File: config.mk
export PLATFORM = sky130hd
export DESIGN_NAME = crt_lcd_overlay_pattern_generator
export DESIGN_NICKNAME = d
export VERILOG_FILES = /design/src/rtl/crtlo_pkg.sv /design/src/rtl/crtlo_modred.sv /design/src/rtl/crtlo_shade.sv /design/src/rtl/crt_lcd_overlay_pattern_generator.sv
export SDC_FILE = /design/constraint.sdc
export NUM_CORES = 1
export LEC_CHECK = 0
export ABC_CLOCK_PERIOD_IN_PS = 7150
export BUFFER_PORTS_ARGS = -buffer_cell sky130_fd_sc_hd__buf_2
export CORE_UTILIZATION = 65
export CTS_CLUSTER_DIAMETER = 120
export DETAILED_ROUTE_END_ITERATION = 12
export PLACE_DENSITY = 0.89
export SYNTH_ARGS = -nofsm -noshare
export SYNTH_HDL_FRONTEND = slang
export SYNTH_SLANG_ARGS = --single-unit
File: constraint.sdc
create_clock -name clk -period 7.15 [get_ports clk]
set_clock_uncertainty 0.05 [all_clocks]
set_input_delay 1.43 -clock clk [delete_from_list [all_inputs] [get_ports clk]]
set_output_delay 1.43 -clock clk [all_outputs]
set_load 0.03 [all_outputs]
File: src/rtl/crtlo_pkg.sv
`default_nettype none
// ----------------------------------------------------------------------------
// crtlo_pkg
// Types, constants and small lookup functions shared by the CRT/LCD overlay
// pattern generator and its sub-blocks.
// ----------------------------------------------------------------------------
package crtlo_pkg;

  localparam int COORD_W     = 12;
  localparam int SCALE_MAX   = 16;
  localparam int SCALE_W     = 5;
  localparam int REM_W       = $clog2(SCALE_MAX);
  localparam int RECIP_SHIFT = 16;
  localparam int RECIP_W     = RECIP_SHIFT + 1;
  localparam int CFG_IDX_W   = 2;
  localparam int CFG_DATA_W  = 16;

  localparam logic [COORD_W-1:0] COORD_MAX = 12'd4095;
  localparam logic [SCALE_W-1:0] SCALE_HI  = SCALE_W'(SCALE_MAX);

  localparam logic [7:0] ALPHA_OPAQUE = 8'd255;
  localparam logic [7:0] ALPHA_SOFT   = 8'd181;
  localparam logic [7:0] ALPHA_GLOW   = 8'd170;
  localparam logic [7:0] ALPHA_LINE   = 8'd6;

  typedef enum logic [1:0] {
    MODE_GRILLE   = 2'd0,
    MODE_SCANLINE = 2'd1,
    MODE_GRID     = 2'd2,
    MODE_SLOT     = 2'd3
  } mode_t;

  typedef enum logic [CFG_IDX_W-1:0] {
    CFG_MODE  = 2'd0,
    CFG_SCALE = 2'd1,
    CFG_GRID  = 2'd2
  } cfg_reg_t;

  typedef struct packed {
    logic [7:0] alpha;
    logic [7:0] red;
    logic [7:0] green;
    logic [7:0] blue;
  } pixel_t;

  typedef struct packed {
    logic ld_a;
    logic ld_b;
    logic ld_c;
    logic ld_d;
  } pipe_en_t;

  // Reciprocal of the scale, floor(2^RECIP_SHIFT / s).
  function automatic logic [RECIP_W-1:0] recip_of(input logic [SCALE_W-1:0] s);
    logic [RECIP_W-1:0] r;
    unique case (s)
      5'd1:    r = 17'd65536;
      5'd2:    r = 17'd32768;
      5'd3:    r = 17'd21845;
      5'd4:    r = 17'd16384;
      5'd5:    r = 17'd13107;
      5'd6:    r = 17'd10922;
      5'd7:    r = 17'd9362;
      5'd8:    r = 17'd8192;
      5'd9:    r = 17'd7281;
      5'd10:   r = 17'd6553;
      5'd11:   r = 17'd5957;
      5'd12:   r = 17'd5461;
      5'd13:   r = 17'd5041;
      5'd14:   r = 17'd4681;
      5'd15:   r = 17'd4369;
      5'd16:   r = 17'd4096;
      default: r = '0;
    endcase
    return r;
  endfunction

  // Band of a position within its cell: (rem * 3) / s, which is below 3.
  function automatic logic [1:0] band_of(input logic [REM_W-1:0] rem,
                                         input logic [SCALE_W-1:0] s);
    logic [REM_W+1:0] t3;
    logic [1:0]       b;
    t3 = {2'b00, rem} + {1'b0, rem, 1'b0};
    if (t3 >= {s, 1'b0}) begin
      b = 2'd2;
    end else if (t3 >= {1'b0, s}) begin
      b = 2'd1;
    end else begin
      b = 2'd0;
    end
    return b;
  endfunction

  // Aperture grille tint tile; the outer rows are identical.
  function automatic pixel_t grille_px(input logic [1:0] row, input logic [1:0] col);
    pixel_t p;
    if (row == 2'd1) begin
      unique case (col)
        2'd0:    p = '{alpha: 8'd14, red: 8'd0,   green: 8'd252, blue: 8'd245};
        2'd1:    p = '{alpha: 8'd17, red: 8'd0,   green: 8'd0,   blue: 8'd243};
        default: p = '{alpha: 8'd28, red: 8'd236, green: 8'd1,   blue: 8'd0};
      endcase
    end else begin
      unique case (col)
        2'd0:    p = '{alpha: 8'd255, red: 8'd0, green: 8'd1, blue: 8'd1};
        2'd1:    p = '{alpha: 8'd255, red: 8'd1, green: 8'd0, blue: 8'd3};
        default: p = '{alpha: 8'd255, red: 8'd2, green: 8'd0, blue: 8'd0};
      endcase
    end
    return p;
  endfunction

endpackage
`default_nettype wire

File: src/rtl/crtlo_modred.sv
`default_nettype none
// ----------------------------------------------------------------------------
// crtlo_modred
// Three-stage reduction of one coordinate by the scale: reciprocal multiply
// for the quotient, back-multiply and one correction step for the remainder.
// ----------------------------------------------------------------------------
module crtlo_modred (
  input  wire                           clk,
  input  crtlo_pkg::pipe_en_t           en,
  input  wire [crtlo_pkg::COORD_W-1:0]  pos_in,
  input  wire [crtlo_pkg::RECIP_W-1:0]  recip_a,
  input  wire [crtlo_pkg::SCALE_W-1:0]  s_b,
  output logic [crtlo_pkg::REM_W-1:0]   rem_c,
  output logic                          q_odd_c
);
  import crtlo_pkg::*;

  localparam int PROD_W = COORD_W + RECIP_W;
  localparam int BACK_W = COORD_W + SCALE_W;

  logic [COORD_W-1:0] pos_a_r;
  logic [COORD_W-1:0] pos_b_r;
  logic [COORD_W-1:0] q_b_r;
  logic [COORD_W-1:0] q_b_nxt;
  logic [REM_W-1:0]   rem_c_r;
  logic [REM_W-1:0]   rem_c_nxt;
  logic               odd_c_r;
  logic               odd_c_nxt;
  logic [PROD_W-1:0]  prod;
  logic [BACK_W-1:0]  back;
  logic [COORD_W-1:0] r_est;
  logic [COORD_W-1:0] s_ext;

  always_comb begin
    prod    = PROD_W'(pos_a_r) * PROD_W'(recip_a);
    q_b_nxt = prod[COORD_W+RECIP_SHIFT-1:RECIP_SHIFT];
  end

  always_comb begin
    back  = BACK_W'(q_b_r) * BACK_W'(s_b);
    s_ext = COORD_W'(s_b);
    r_est = pos_b_r - back[COORD_W-1:0];
    if (r_est >= s_ext) begin
      rem_c_nxt = REM_W'(r_est - s_ext);
      odd_c_nxt = ~q_b_r[0];
    end else begin
      rem_c_nxt = REM_W'(r_est);
      odd_c_nxt = q_b_r[0];
    end
  end

  always_ff @(posedge clk) begin
    if (en.ld_a) begin
      pos_a_r <= pos_in;
    end
    if (en.ld_b) begin
      pos_b_r <= pos_a_r;
      q_b_r   <= q_b_nxt;
    end
    if (en.ld_c) begin
      rem_c_r <= rem_c_nxt;
      odd_c_r <= odd_c_nxt;
    end
  end

  assign rem_c   = rem_c_r;
  assign q_odd_c = odd_c_r;

endmodule
`default_nettype wire

File: src/rtl/crtlo_shade.sv
`default_nettype none
// ----------------------------------------------------------------------------
// crtlo_shade
// Final stage: picks the overlay pixel of the selected effect from the cell
// offsets and registers it as the result.
// ----------------------------------------------------------------------------
module crtlo_shade (
  input  wire                           clk,
  input  wire                           ld,
  input  crtlo_pkg::mode_t              mode,
  input  wire [15:0]                    grid_color,
  input  wire [crtlo_pkg::SCALE_W-1:0]  s,
  input  wire                           in_frame,
  input  wire [crtlo_pkg::REM_W-1:0]    cx,
  input  wire [crtlo_pkg::REM_W-1:0]    cy,
  input  wire                           odd_row,
  output crtlo_pkg::pixel_t             pix
);
  import crtlo_pkg::*;

  pixel_t               pix_r;
  pixel_t               pix_nxt;
  logic [1:0]           band_x;
  logic [1:0]           band_y;
  logic [SCALE_W-1:0]   s_last;
  logic [SCALE_W-1:0]   cx_ext;
  logic [SCALE_W-1:0]   cy_ext;
  logic                 s_two;
  logic                 vborder;
  logic [7:0]           border_a;
  logic [4:0]           r5;
  logic [5:0]           g6;
  logic [4:0]           b5;

  always_comb begin
    band_x   = band_of(cx, s);
    band_y   = band_of(cy, s);
    s_last   = s - SCALE_W'(1);
    cx_ext   = SCALE_W'(cx);
    cy_ext   = SCALE_W'(cy);
    s_two    = (s == SCALE_W'(2));
    border_a = s_two ? ALPHA_SOFT : ALPHA_OPAQUE;
    vborder  = odd_row ? (cx_ext == s_last) : (cx == '0);
    r5       = grid_color[15:11];
    g6       = grid_color[10:5];
    b5       = grid_color[4:0];
    pix_nxt  = '0;
    if (in_frame) begin
      unique case (mode)
        MODE_GRILLE: begin
          pix_nxt = grille_px(band_y, band_x);
        end
        MODE_SCANLINE: begin
          pix_nxt.alpha = (band_y == 2'd1) ? ALPHA_LINE : ALPHA_OPAQUE;
        end
        MODE_GRID: begin
          pix_nxt.red   = {r5, r5[4:2]};
          pix_nxt.green = {g6, g6[5:4]};
          pix_nxt.blue  = {b5, b5[4:2]};
          if (s_two) begin
            pix_nxt.alpha = (cx_ext == SCALE_W'(1) && cy_ext == SCALE_W'(1)) ?
                            8'd0 : ALPHA_SOFT;
          end else begin
            pix_nxt.alpha = (cx == '0 || cy_ext == s_last) ? ALPHA_OPAQUE : 8'd0;
          end
        end
        default: begin
          if (cy == '0 || vborder) begin
            pix_nxt.alpha = border_a;
          end else if (cy_ext == SCALE_W'(1) && s >= SCALE_W'(3)) begin
            pix_nxt.alpha = ALPHA_GLOW;
          end
        end
      endcase
    end
  end

  always_ff @(posedge clk) begin
    if (ld) begin
      pix_r <= pix_nxt;
    end
  end

  assign pix = pix_r;

endmodule
`default_nettype wire

File: src/rtl/crt_lcd_overlay_pattern_generator.sv
`default_nettype none
// ----------------------------------------------------------------------------
// crt_lcd_overlay_pattern_generator
// Produces one ARGB8888 overlay pixel for each screen coordinate request.
//
// The input channel takes a request of pixel_x and pixel_y under valid and
// ready; the output channel returns the alpha, red, green and blue bytes of
// the pixel under valid and ready. Results come back in request order.
// The configuration port writes the effect mode, the scale and the grid
// color; write it only while no request is in flight.
// The datapath is four register stages: input capture with scale clamp and
// reciprocal lookup, quotient multiply, remainder correction, and effect
// selection into the output register. One request is taken every cycle
// while out_ready stays high.
// Each stage holds its request until the next one frees, so a stalled
// receiver fills empty stages first and then drops in_ready; nothing is lost
// or repeated. Reset empties the pipeline and sets mode 0, scale 3 and grid
// color 0.
// ----------------------------------------------------------------------------
module crt_lcd_overlay_pattern_generator (
  input  wire                              clk,
  input  wire                              rst_n,
  input  wire                              cfg_we,
  input  wire [crtlo_pkg::CFG_IDX_W-1:0]   cfg_index,
  input  wire [crtlo_pkg::CFG_DATA_W-1:0]  cfg_wdata,
  input  wire                              in_valid,
  output logic                             in_ready,
  input  wire [crtlo_pkg::COORD_W-1:0]     in_pixel_x,
  input  wire [crtlo_pkg::COORD_W-1:0]     in_pixel_y,
  output logic                             out_valid,
  input  wire                              out_ready,
  output logic [7:0]                       out_alpha,
  output logic [7:0]                       out_red,
  output logic [7:0]                       out_green,
  output logic [7:0]                       out_blue
);
  import crtlo_pkg::*;

  mode_t              mode_r;
  logic [SCALE_W-1:0] scale_r;
  logic [15:0]        grid_color_r;

  logic               v_a_r, v_b_r, v_c_r, v_d_r;
  logic               v_a_nxt, v_b_nxt, v_c_nxt, v_d_nxt;
  pipe_en_t           en;

  logic [SCALE_W-1:0] s_nxt;
  logic [SCALE_W-1:0] s_a_r, s_b_r, s_c_r;
  logic [RECIP_W-1:0] recip_a_r;
  logic               frame_nxt;
  logic               frame_a_r, frame_b_r, frame_c_r;

  logic [REM_W-1:0]   cx_c;
  logic [REM_W-1:0]   cy_c;
  logic               odd_x_c;
  logic               odd_y_c;
  pixel_t             pix;

  always_ff @(posedge clk) begin
    if (!rst_n) begin
      mode_r       <= MODE_GRILLE;
      scale_r      <= SCALE_W'(3);
      grid_color_r <= '0;
    end else if (cfg_we) begin
      unique case (cfg_index)
        CFG_MODE:  mode_r       <= mode_t'(cfg_wdata[1:0]);
        CFG_SCALE: scale_r      <= cfg_wdata[SCALE_W-1:0];
        CFG_GRID:  grid_color_r <= cfg_wdata[15:0];
        default: begin
        end
      endcase
    end
  end

  always_comb begin
    en.ld_d  = v_c_r && (!v_d_r || out_ready);
    en.ld_c  = v_b_r && (!v_c_r || en.ld_d);
    en.ld_b  = v_a_r && (!v_b_r || en.ld_c);
    in_ready = !v_a_r || en.ld_b;
    en.ld_a  = in_valid && in_ready;
    v_a_nxt  = en.ld_a || (v_a_r && !en.ld_b);
    v_b_nxt  = en.ld_b || (v_b_r && !en.ld_c);
    v_c_nxt  = en.ld_c || (v_c_r && !en.ld_d);
    v_d_nxt  = en.ld_d || (v_d_r && !out_ready);
  end

  always_ff @(posedge clk) begin
    if (!rst_n) begin
      v_a_r <= 1'b0;
      v_b_r <= 1'b0;
      v_c_r <= 1'b0;
      v_d_r <= 1'b0;
    end else begin
      v_a_r <= v_a_nxt;
      v_b_r <= v_b_nxt;
      v_c_r <= v_c_nxt;
      v_d_r <= v_d_nxt;
    end
  end

  always_comb begin
    if (scale_r == '0) begin
      s_nxt = SCALE_W'(1);
    end else if (scale_r > SCALE_HI) begin
      s_nxt = SCALE_HI;
    end else begin
      s_nxt = scale_r;
    end
    frame_nxt = (in_pixel_x <= COORD_MAX) && (in_pixel_y <= COORD_MAX);
  end

  always_ff @(posedge clk) begin
    if (en.ld_a) begin
      s_a_r     <= s_nxt;
      recip_a_r <= recip_of(s_nxt);
      frame_a_r <= frame_nxt;
    end
    if (en.ld_b) begin
      s_b_r     <= s_a_r;
      frame_b_r <= frame_a_r;
    end
    if (en.ld_c) begin
      s_c_r     <= s_b_r;
      frame_c_r <= frame_b_r;
    end
  end

  crtlo_modred u_red_x (
    .clk     (clk),
    .en      (en),
    .pos_in  (in_pixel_x),
    .recip_a (recip_a_r),
    .s_b     (s_b_r),
    .rem_c   (cx_c),
    .q_odd_c (odd_x_c)
  );

  crtlo_modred u_red_y (
    .clk     (clk),
    .en      (en),
    .pos_in  (in_pixel_y),
    .recip_a (recip_a_r),
    .s_b     (s_b_r),
    .rem_c   (cy_c),
    .q_odd_c (odd_y_c)
  );

  crtlo_shade u_shade (
    .clk        (clk),
    .ld         (en.ld_d),
    .mode       (mode_r),
    .grid_color (grid_color_r),
    .s          (s_c_r),
    .in_frame   (frame_c_r),
    .cx         (cx_c),
    .cy         (cy_c),
    .odd_row    (odd_y_c),
    .pix        (pix)
  );

  assign out_valid = v_d_r;
  assign out_alpha = pix.alpha;
  assign out_red   = pix.red;
  assign out_green = pix.green;
  assign out_blue  = pix.blue;

  // The column quotient parity is not needed by any effect.
  logic unused_odd_x;
  assign unused_odd_x = odd_x_c;

endmodule
`default_nettype wire
==> results of run 1 <==
==> worst paths after layout <==
path                                     from                          end  slack [ps]  cells past startpoint
setup / recovery  recip_a_r[11]$_SDFFCE_PP0P_  u_red_y.q_b_r[11]$_DFFE_PP_         480                     18
hold / removal             s_a_r[1]$_DFFE_PP_           s_b_r[1]$_DFFE_PP_         370                      0
setup reg to reg  recip_a_r[11]$_SDFFCE_PP0P_  u_red_y.q_b_r[11]$_DFFE_PP_         480                     18
hold reg to reg            s_a_r[1]$_DFFE_PP_           s_b_r[1]$_DFFE_PP_         370                      0
==> flip-flops by register name, summed over array words and instances, names as in the netlist, 5 cells and up <==
register	cells
scale_r	5
u_red_y.pos_b_r	12
recip_a_r	17
u_red_y.pos_a_r	12
u_shade.pix	30
u_red_y.q_b_r	12
s_a_r	5
u_red_x.pos_a_r	12
s_c_r	5
u_red_x.q_b_r	12
grid_color_r	16
u_red_x.pos_b_r	12
s_b_r	5
==> final cells by class <==
cell class,count,area (µm²)
Clock buffer,20,489
Inverter,509,1910
Tap cell,455,569
Clock inverter,12,135
Antenna cell,3,7.51
Sequential cell,173,4920
Timing Repair Buffer,99,543
Multi-Input combinational cell,1670,15900
Fill cell,2255,10300
==> worst max-delay path: cells and delay by family (launching register included) <==
family,cells,cell delay [ps]
adder cells (fa/ha/maj),6,2830
AND/OR/NAND/NOR,1,200
AO/OA/AOI/OAI,7,2070
flip-flops,1,980
XOR/XNOR,1,130
buffers and inverters,3,150
==> cell families after synthesis <==
logic type / share of synthesized area
and+or+nand+nor: 0.152
DFF: 0.213
xor gates and xnor gates: 0.0299
muxes: 0.00822
other: 0.000162
buffers and inverters: 0.0998
adders and majority gates: 0.424
AOI/OAI and AO/OA: 0.0738
==> metrics by stage <==
| stage | util | cells | hold WS, ps |
|---|---|---|---|
| 6_report | 0.704 | 2941 | 373 |
| 4_1_cts | 0.704 | 2938 | 374 |
| 5_1_grt | 0.704 | 2941 | 377 |
| 2_1_floorplan | - | 2454 | 350 |
| 3_3_place_gp | 0.686 | 2906 | 351 |
| 3_5_place_dp | 0.686 | 2906 | 357 |
==> Yosys cell counts, types with 4 or more instances <==
| cell | instances | area, µm² |
|---|---|---|
| sky130_fd_sc_hd__mux2i_1 | 10 | 100 |
| sky130_fd_sc_hd__a211o_1 | 4 | 35.0 |
| sky130_fd_sc_hd__mux2_2 | 8 | 90.1 |
| sky130_fd_sc_hd__a21o_1 | 33 | 248 |
| sky130_fd_sc_hd__inv_1 | 509 | 1910 |
| sky130_fd_sc_hd__and2_1 | 151 | 945 |
| sky130_fd_sc_hd__edfxtp_1 | 146 | 4380 |
| sky130_fd_sc_hd__a21oi_1 | 64 | 320 |
| sky130_fd_sc_hd__nand4_1 | 12 | 75.1 |
| sky130_fd_sc_hd__fa_1 | 362 | 7250 |
| sky130_fd_sc_hd__nor2_1 | 50 | 188 |
| sky130_fd_sc_hd__o21bai_1 | 9 | 67.6 |
| sky130_fd_sc_hd__a2111oi_0 | 4 | 35.0 |
| sky130_fd_sc_hd__nand2b_1 | 14 | 87.6 |
| sky130_fd_sc_hd__o21a_1 | 12 | 90.1 |
| sky130_fd_sc_hd__xor2_1 | 23 | 201 |
| sky130_fd_sc_hd__clkbuf_1 | 97 | 364 |
| sky130_fd_sc_hd__nand2_1 | 435 | 1630 |
| sky130_fd_sc_hd__a211oi_1 | 14 | 105 |
| sky130_fd_sc_hd__nor3_1 | 9 | 45.0 |
| sky130_fd_sc_hd__xnor2_1 | 56 | 490 |
| sky130_fd_sc_hd__a31oi_1 | 4 | 25.0 |
| sky130_fd_sc_hd__or3_1 | 5 | 31.3 |
| sky130_fd_sc_hd__and3_1 | 8 | 50.1 |
| sky130_fd_sc_hd__o21ai_0 | 39 | 195 |
| sky130_fd_sc_hd__dfxtp_1 | 27 | 541 |
| sky130_fd_sc_hd__nand3_1 | 18 | 90.1 |
| sky130_fd_sc_hd__a21boi_0 | 24 | 180 |
| sky130_fd_sc_hd__nor2b_1 | 18 | 113 |
| sky130_fd_sc_hd__nor3b_1 | 4 | 30.0 |
| sky130_fd_sc_hd__o211ai_1 | 8 | 60.1 |
| sky130_fd_sc_hd__nand3b_1 | 11 | 82.6 |
| sky130_fd_sc_hd__ha_1 | 204 | 2550 |
==> routing by layer <==
metal / track usage / wire, µm
met3: 0.0670 / 5140
met1: 0.397 / 20400
met2: 0.545 / 27200
met4: 0.148 / 2160
met5: 0 / 0
==> results_tabular.tex, run 1 <==
\begin{tabular}{lr}
\hline
Metric & Value \\
\hline
\multicolumn{2}{l}{\textbf{Clock tree}} \\
\quad Postcts setup bufs & 0 \\
\quad Cts bufs inserted & 17 \\
\quad Number of clock sinks & about 170 \\
\quad Worst-skew pair later-pin latency & 460 ps \\
\quad Root buffer cell & sky130\_fd\_sc\_hd\_\_clkbuf\_16 \\
\quad Count of hold buffers inserted by post-cts repair & 0 \\
\quad Clock Pin Slew Worst Setup and Hold Paths & 70 ps \\
\quad Number of buffers on the longest clock path & 2 \\
\quad Post-cts sizing count & 0 \\
\quad Clock tree from TritonCTS & built \\
\quad H-Tree Depth & 4 \\
\multicolumn{2}{l}{\textbf{Timing}} \\
\quad Setup-violating endpoint count in the final report & 0 \\
\quad Relative max-transition margin & 0.196 \\
\quad Fin. Hold Viols & 0 \\
\quad Number of pins exceeding their max-slew limit in the final report & 0 \\
\quad Crit path setup slack, layout & 483 ps \\
\quad Slew @ Worst Pin & 1200 ps \\
\quad Unrepaired setup endpoints after global routing & false \\
\quad Final worst path period need & between 6000 and 7000 ps \\
\quad Final critical-path share of the clock period & 0.932 \\
\quad Highest attainable clock frequency & $\sim$150 MHz \\
\quad Setup total negative slack & 0 ps \\
\multicolumn{2}{l}{\textbf{Layout}} \\
\quad Area grow syn2layout & 5.94\% \\
\quad Commonest non-fill, non-tap cells in the layout & sky130\_fd\_sc\_hd\_\_inv\_1, sky130\_fd\_sc\_hd\_\_nand2\_1, sky130\_fd\_sc\_hd\_\_fa\_1 \\
\quad Fin area & 24500 µm² \\
\quad Final-stage net count & about 3000 \\
\quad Fraction of layout instances using a drive strength above 1 & 0.0616 \\
\quad Most frequent standard cell in the layout excluding fill and tap cells & sky130\_fd\_sc\_hd\_\_inv\_1 \\
\multicolumn{2}{l}{\textbf{Global route}} \\
\quad Largest net degree at the start of global routing & 55 \\
\quad Total routing usage reported by global routing & 0.322 \\
\quad Number of global-route vias before repair & roughly 19000 \\
\quad First-pass GRT wire length & 91500 µm \\
\quad Number of antenna violations at the first check in global routing & 3 \\
\quad Congestion Overflow GR & 0 \\
\multicolumn{2}{l}{\textbf{Critical path}} \\
\quad Maximum fanout along the worst path & 24 \\
\quad CP Capture Type & flip-flop \\
\quad Largest stage delay on the critical path & 980 ps \\
\quad Data arrival time of the critical path & 6800 ps \\
\quad Critical Path Most Common Cell & sky130\_fd\_sc\_hd\_\_fa\_1 \\
\quad Launching element type of the critical path & flip-flop \\
\quad WP data required & roughly 7300 ps \\
\quad Cells along the critical path & nand2\_1, fa\_1, inv\_1, fa\_1, fa\_1, fa\_1, inv\_1, fa\_1, inv\_1, ha\_1, a21oi\_1, o211ai\_1, a311oi\_1, a211oi\_1, a211oi\_1, o21ai\_1, o41ai\_1, xnor2\_1 \\
\quad Class of the most critical setup path & reg2reg \\
\quad Slowest cell on the critical path & sky130\_fd\_sc\_hd\_\_edfxtp\_1 \\
\multicolumn{2}{l}{\textbf{Detailed routing}} \\
\quad Detailed-route via count & 17265 \\
\quad Violation count after the first detailed-route iteration & 1517 \\
\quad Detailed-route vias per instance & roughly 6 \\
\quad Drt pass-1 iters & 5 \\
\quad Final routed wire length divided by cell count & 18.7 µm \\
\quad Final antenna-violating net count & 0 \\
\quad \# DRC & 0 \\
\quad Total wirelength of the detailed-routed design & 54900 µm \\
\multicolumn{2}{l}{\textbf{Yosys}} \\
\quad Total nets after synthesis & 3067 \\
\quad Netlist Area Pre-Place & roughly 23000 µm² \\
\quad Number of synthesized flops with an enable pin & 146 \\
\quad Flop and latch count out of synthesis & between 150 and 200 \\
\quad FFs w/ async S/R, synth & 0 \\
\quad Number of cells produced by synthesis & 2454 \\
\quad Yosys warning count & 0 \\
\quad Post-synthesis sequential area ratio & 0.213 \\
\quad Yosys cell types & 72 \\
\quad Mean post-synth cell area & 9.43 µm² \\
\quad Dominant synthesized flop cell & sky130\_fd\_sc\_hd\_\_edfxtp\_1 \\
\multicolumn{2}{l}{\textbf{Floorplan}} \\
\quad Chip width & 191 µm \\
\quad Standard-cell rows & 68 \\
\quad Top-level port count & 81 \\
\quad Initial cell density of the core & 0.665 \\
\quad Die area & around 36000 µm² \\
\quad Core footprint & 34800 µm² \\
\quad Die height & 191 µm \\
\multicolumn{2}{l}{\textbf{Placed design}} \\
\quad \# port buffers & 80 \\
\quad Final weighted congestion in routability-driven placement & 0.958 \\
\quad Placement Cell Area & 23900 µm² \\
\quad Worst slack at placement & 746 ps \\
\quad Detailed-placement wirelength estimate & 41800 µm \\
\multicolumn{2}{l}{\textbf{Outcome}} \\
\quad Run status & finished, final reports clean \\
\multicolumn{2}{l}{\textbf{Worst hold path}} \\
\quad Hold/Removal Path Class & reg2reg \\
\multicolumn{2}{l}{\textbf{Flow run}} \\
\quad Count of maximum capacitance violations & 0 \\
\hline
\end{tabular}
Power of run 1 is not shown: default switching activity piles up to over one toggle a cycle in this logic, so the estimate is an artifact.
==> run 2: changes to the inputs <==
--- a/config.mk
+++ b/config.mk
@@ -5,6 +5,7 @@
 export SDC_FILE = /design/constraint.sdc
 export NUM_CORES = 1
 export LEC_CHECK = 0
+export ABC_AREA = 1
 export ABC_CLOCK_PERIOD_IN_PS = 7150
 export BUFFER_PORTS_ARGS = -buffer_cell sky130_fd_sc_hd__buf_2
 export CORE_UTILIZATION = 65
==> constraint.sdc (replaced) <==
create_clock -name clk -period 7.15 [get_ports clk]
set_clock_uncertainty 0.05 [all_clocks]
set_input_delay 1.43 -clock clk [delete_from_list [all_inputs] [get_ports clk]]
set_output_delay 1.43 -clock clk [all_outputs]
set_load 0.005 [all_outputs]
==> results_tabular.tex, run 2 <==
\begin{tabular}{lr}
\hline
Metric & Value \\
\hline
\multicolumn{2}{l}{\textbf{Outcome}} \\
\quad Run status & finished, final reports clean \\
\multicolumn{2}{l}{\textbf{Global route}} \\
\quad Congestion Overflow GR & 0 (unchanged) \\
\quad Largest net degree at the start of global routing & 55 (unchanged) \\
\quad First-pass GRT wire length & 103000 µm (+12\%) \\
\quad Number of antenna violations at the first check in global routing & 2 (-1) \\
\quad Total routing usage reported by global routing & 0.342 (+0.0192) \\
\quad Number of global-route vias before repair & 21632 (+15\%) \\
\multicolumn{2}{l}{\textbf{Worst hold path}} \\
\quad Hold/Removal Path Class & reg2reg \\
\quad Hold Path Depth & 0 (unchanged) \\
\multicolumn{2}{l}{\textbf{Clock tree}} \\
\quad Count of hold buffers inserted by post-cts repair & 0 (unchanged) \\
\quad H-Tree Depth & 4 (unchanged) \\
\quad Postcts setup bufs & 0 (unchanged) \\
\quad Clock tree from TritonCTS & built \\
\quad Post-cts sizing count & 0 (unchanged) \\
\quad Root buffer cell & sky130\_fd\_sc\_hd\_\_clkbuf\_16 \\
\quad Cts bufs inserted & 17 (unchanged) \\
\quad Number of buffers on the longest clock path & 2 (unchanged) \\
\quad Worst-skew pair later-pin latency & 490 ps (+30 ps) \\
\quad Clock Pin Slew Worst Setup and Hold Paths & 80 ps (about the same) \\
\quad Number of clock sinks & 173 (unchanged) \\
\multicolumn{2}{l}{\textbf{Detailed routing}} \\
\quad Total wirelength of the detailed-routed design & 62200 µm (+13\%) \\
\quad Drt pass-1 iters & 5 (unchanged) \\
\quad Violation count after the first detailed-route iteration & 1661 (+9.5\%) \\
\quad Detailed-route vias per instance & 5.57 (-5.2\%) \\
\quad \# DRC & 0 (unchanged) \\
\quad Final routed wire length divided by cell count & 17.2 µm (-7.7\%) \\
\quad Final antenna-violating net count & 0 (unchanged) \\
\quad Detailed-route via count & 20121 (+17\%) \\
\multicolumn{2}{l}{\textbf{Timing}} \\
\quad Final worst path period need & 5780 ps (-887 ps) \\
\quad Setup total negative slack & 0 ps (unchanged) \\
\quad Number of pins exceeding their max-slew limit in the final report & 0 (unchanged) \\
\quad Unrepaired setup endpoints after global routing & false \\
\quad Highest attainable clock frequency & 173 MHz (+15\%) \\
\quad Slew @ Worst Pin & 1230 ps (+23.6 ps) \\
\quad Setup-violating endpoint count in the final report & 0 (unchanged) \\
\quad Final critical-path share of the clock period & 0.808 (-0.124) \\
\quad Relative max-transition margin & 0.182 (-0.0141) \\
\quad Fin. Hold Viols & 0 (unchanged) \\
\multicolumn{2}{l}{\textbf{Yosys}} \\
\quad Mean post-synth cell area & 8.01 µm² (-15\%) \\
\quad Yosys cell types & 49 (-32\%) \\
\quad Cells taking the most area after synthesis & sky130\_fd\_sc\_hd\_\_fa\_1, sky130\_fd\_sc\_hd\_\_edfxtp\_1, sky130\_fd\_sc\_hd\_\_nand2\_1 \\
\quad Post-synthesis sequential area ratio & 0.199 (-0.0136) \\
\quad Number of synthesized flops with an enable pin & 146 (unchanged) \\
\quad Total nets after synthesis & 3696 (+21\%) \\
\quad Yosys warning count & 0 (unchanged) \\
\quad Dominant synthesized flop cell & sky130\_fd\_sc\_hd\_\_edfxtp\_1 \\
\quad Portion of synthesized cell area occupied by the leading cell type & 0.293 (-0.0200) \\
\quad Most frequent cell after synthesis & sky130\_fd\_sc\_hd\_\_nand2\_1 \\
\quad Top post-synthesis cells by count & sky130\_fd\_sc\_hd\_\_nand2\_1, sky130\_fd\_sc\_hd\_\_inv\_1, sky130\_fd\_sc\_hd\_\_fa\_1, sky130\_fd\_sc\_hd\_\_ha\_1, sky130\_fd\_sc\_hd\_\_edfxtp\_1 \\
\quad Netlist Area Pre-Place & 24700 µm² (+6.8\%) \\
\quad Top cell type by total area after synthesis & sky130\_fd\_sc\_hd\_\_fa\_1 \\
\quad FFs w/ async S/R, synth & 0 (unchanged) \\
\quad Number of cells produced by synthesis & 3083 (+26\%) \\
\quad Flop and latch count out of synthesis & 173 (unchanged) \\
\multicolumn{2}{l}{\textbf{Layout}} \\
\quad Area grow syn2layout & 5.34\% \\
\quad Most frequent standard cell in the layout excluding fill and tap cells & sky130\_fd\_sc\_hd\_\_nand2\_1 \\
\quad Final-stage net count & 3702 (+20\%) \\
\quad Combined area of the multi-input logic cells & 16200 µm² (+2.0\%) \\
\quad Fraction of layout instances using a drive strength above 1 & 0.0606 (-0.00101) \\
\quad Count of fill cells added during filler insertion & 2855 (+27\%) \\
\quad Largest register FFs & 30 (unchanged) \\
\quad Register cell area after layout & 4920 µm² (unchanged) \\
\quad Commonest non-fill, non-tap cells in the layout & sky130\_fd\_sc\_hd\_\_nand2\_1, sky130\_fd\_sc\_hd\_\_inv\_1, sky130\_fd\_sc\_hd\_\_fa\_1 \\
\multicolumn{2}{l}{\textbf{Critical path}} \\
\quad WP data required & 7330 ps (+40 ps) \\
\quad Slowest cell on the critical path & sky130\_fd\_sc\_hd\_\_edfxtp\_1 \\
\quad WP depth & 20 (+2) \\
\quad Class of the most critical setup path & reg2reg \\
\quad Data arrival time of the critical path & 5960 ps (-840 ps) \\
\quad Worst path bufs/invs & 6 (+3) \\
\quad Cell type group with the largest total delay on the critical path & adder cells \\
\quad Largest stage delay on the critical path & 1000 ps (+20 ps) \\
\quad Worst reg-to-reg path cell count & 20 (+2) \\
\quad Critical Path Most Common Cell & sky130\_fd\_sc\_hd\_\_inv\_1 \\
\quad Maximum fanout along the worst path & 24 (unchanged) \\
\quad Cells along the critical path & nand2\_1, fa\_1, inv\_1, fa\_1, inv\_1, fa\_1, inv\_1, fa\_1, inv\_1, fa\_1, inv\_1, ha\_1, inv\_1, o21ai\_0, o21ai\_0, o211ai\_1, a31oi\_1, nand2\_1, nand2\_1, nand2\_1 \\
\quad Launching element type of the critical path & flip-flop \\
\quad CP Capture Type & flip-flop \\
\multicolumn{2}{l}{\textbf{Placed design}} \\
\quad \# port buffers & 80 (unchanged) \\
\quad Final weighted congestion in routability-driven placement & 0.989 (+3.3\%) \\
\quad Detailed-placement wirelength estimate & 49800 µm (+19\%) \\
\multicolumn{2}{l}{\textbf{Floorplan}} \\
\quad Chip width & 197 µm (+3.3\%) \\
\quad Initial cell density of the core & 0.658 (-0.00724) \\
\quad Die area & 38800 µm² (+6.7\%) \\
\quad Core footprint & 37600 µm² (+8.0\%) \\
\quad Die height & 197 µm (+3.3\%) \\
\quad Top-level port count & 81 (unchanged) \\
\quad Standard-cell rows & 71 (+4.4\%) \\
\multicolumn{2}{l}{\textbf{Flow run}} \\
\quad Count of maximum capacitance violations & 0 (unchanged) \\
\hline
\end{tabular}
-- run 2: stage by stage --
stage / instance area, µm² / cells / utilization / worst slack [ps] / hold slack, ps
2_1_floorplan: 24700 / 3083 / - / 2110 / 350
3_3_place_gp: 25400 / 3581 / 0.677 / 1390 / 356
3_5_place_dp: 25400 / 3581 / 0.677 / 1420 / 356
4_1_cts: 26000 / 3613 / 0.693 / 1370 / 366
5_1_grt: 26000 / 3613 / 0.693 / 1050 / 391
6_report: 26000 / 3614 / 0.693 / 1370 / 368
-- run 2: cell type report --
cell class,count,area share
diodes,1,0.0000961
clock buffers,18,0.0169
repair buffers,93,0.0191
multi-input cells,1971,0.624
well taps,511,0.0246
flip-flops and latches,173,0.189
clock inverters,14,0.00562
inverters,833,0.120
-- run 2: kinds of logic (layout without fill, tap and decap cells) --
group / Yosys count / after routing / share of synthesized area
flip-flops: 173 / 173 / 0.199
buffers and inverters: 939 / 958 / 0.143
adder cells (fa/ha/maj): 566 / 566 / 0.397
other: 1 / 2 / 0.000152
XOR/XNOR: 53 / 53 / 0.0188
AO/OA/AOI/OAI: 233 / 233 / 0.0523
AND/OR/NAND/NOR: 1118 / 1118 / 0.189
-- run 2: path summary, 6_finish.rpt --
check / slack [ps] / start / endpoint
worst max-delay path: 1370 / recip_a_r[15]$_SDFFCE_PP0P_ / u_red_x.q_b_r[8]$_DFFE_PP_
worst min-delay path: 370 / s_a_r[4]$_DFFE_PP_ / s_b_r[4]$_DFFE_PP_
worst max register to register: 1370 / recip_a_r[15]$_SDFFCE_PP0P_ / u_red_x.q_b_r[8]$_DFFE_PP_
worst min register to register: 370 / s_a_r[4]$_DFFE_PP_ / s_b_r[4]$_DFFE_PP_
-- run 2: layer usage --
metal | vias to the layer above | wire (µm) | GRT usage
li1 | 9146 | - | -
met3 | 267 | 5680 | 0.0780
met4 | 2 | 3120 | 0.178
met2 | 976 | 31000 | 0.589
met5 | - | 13 | 0
met1 | 9730 | 22400 | 0.398
Power of run 2 is left out for the same reason.
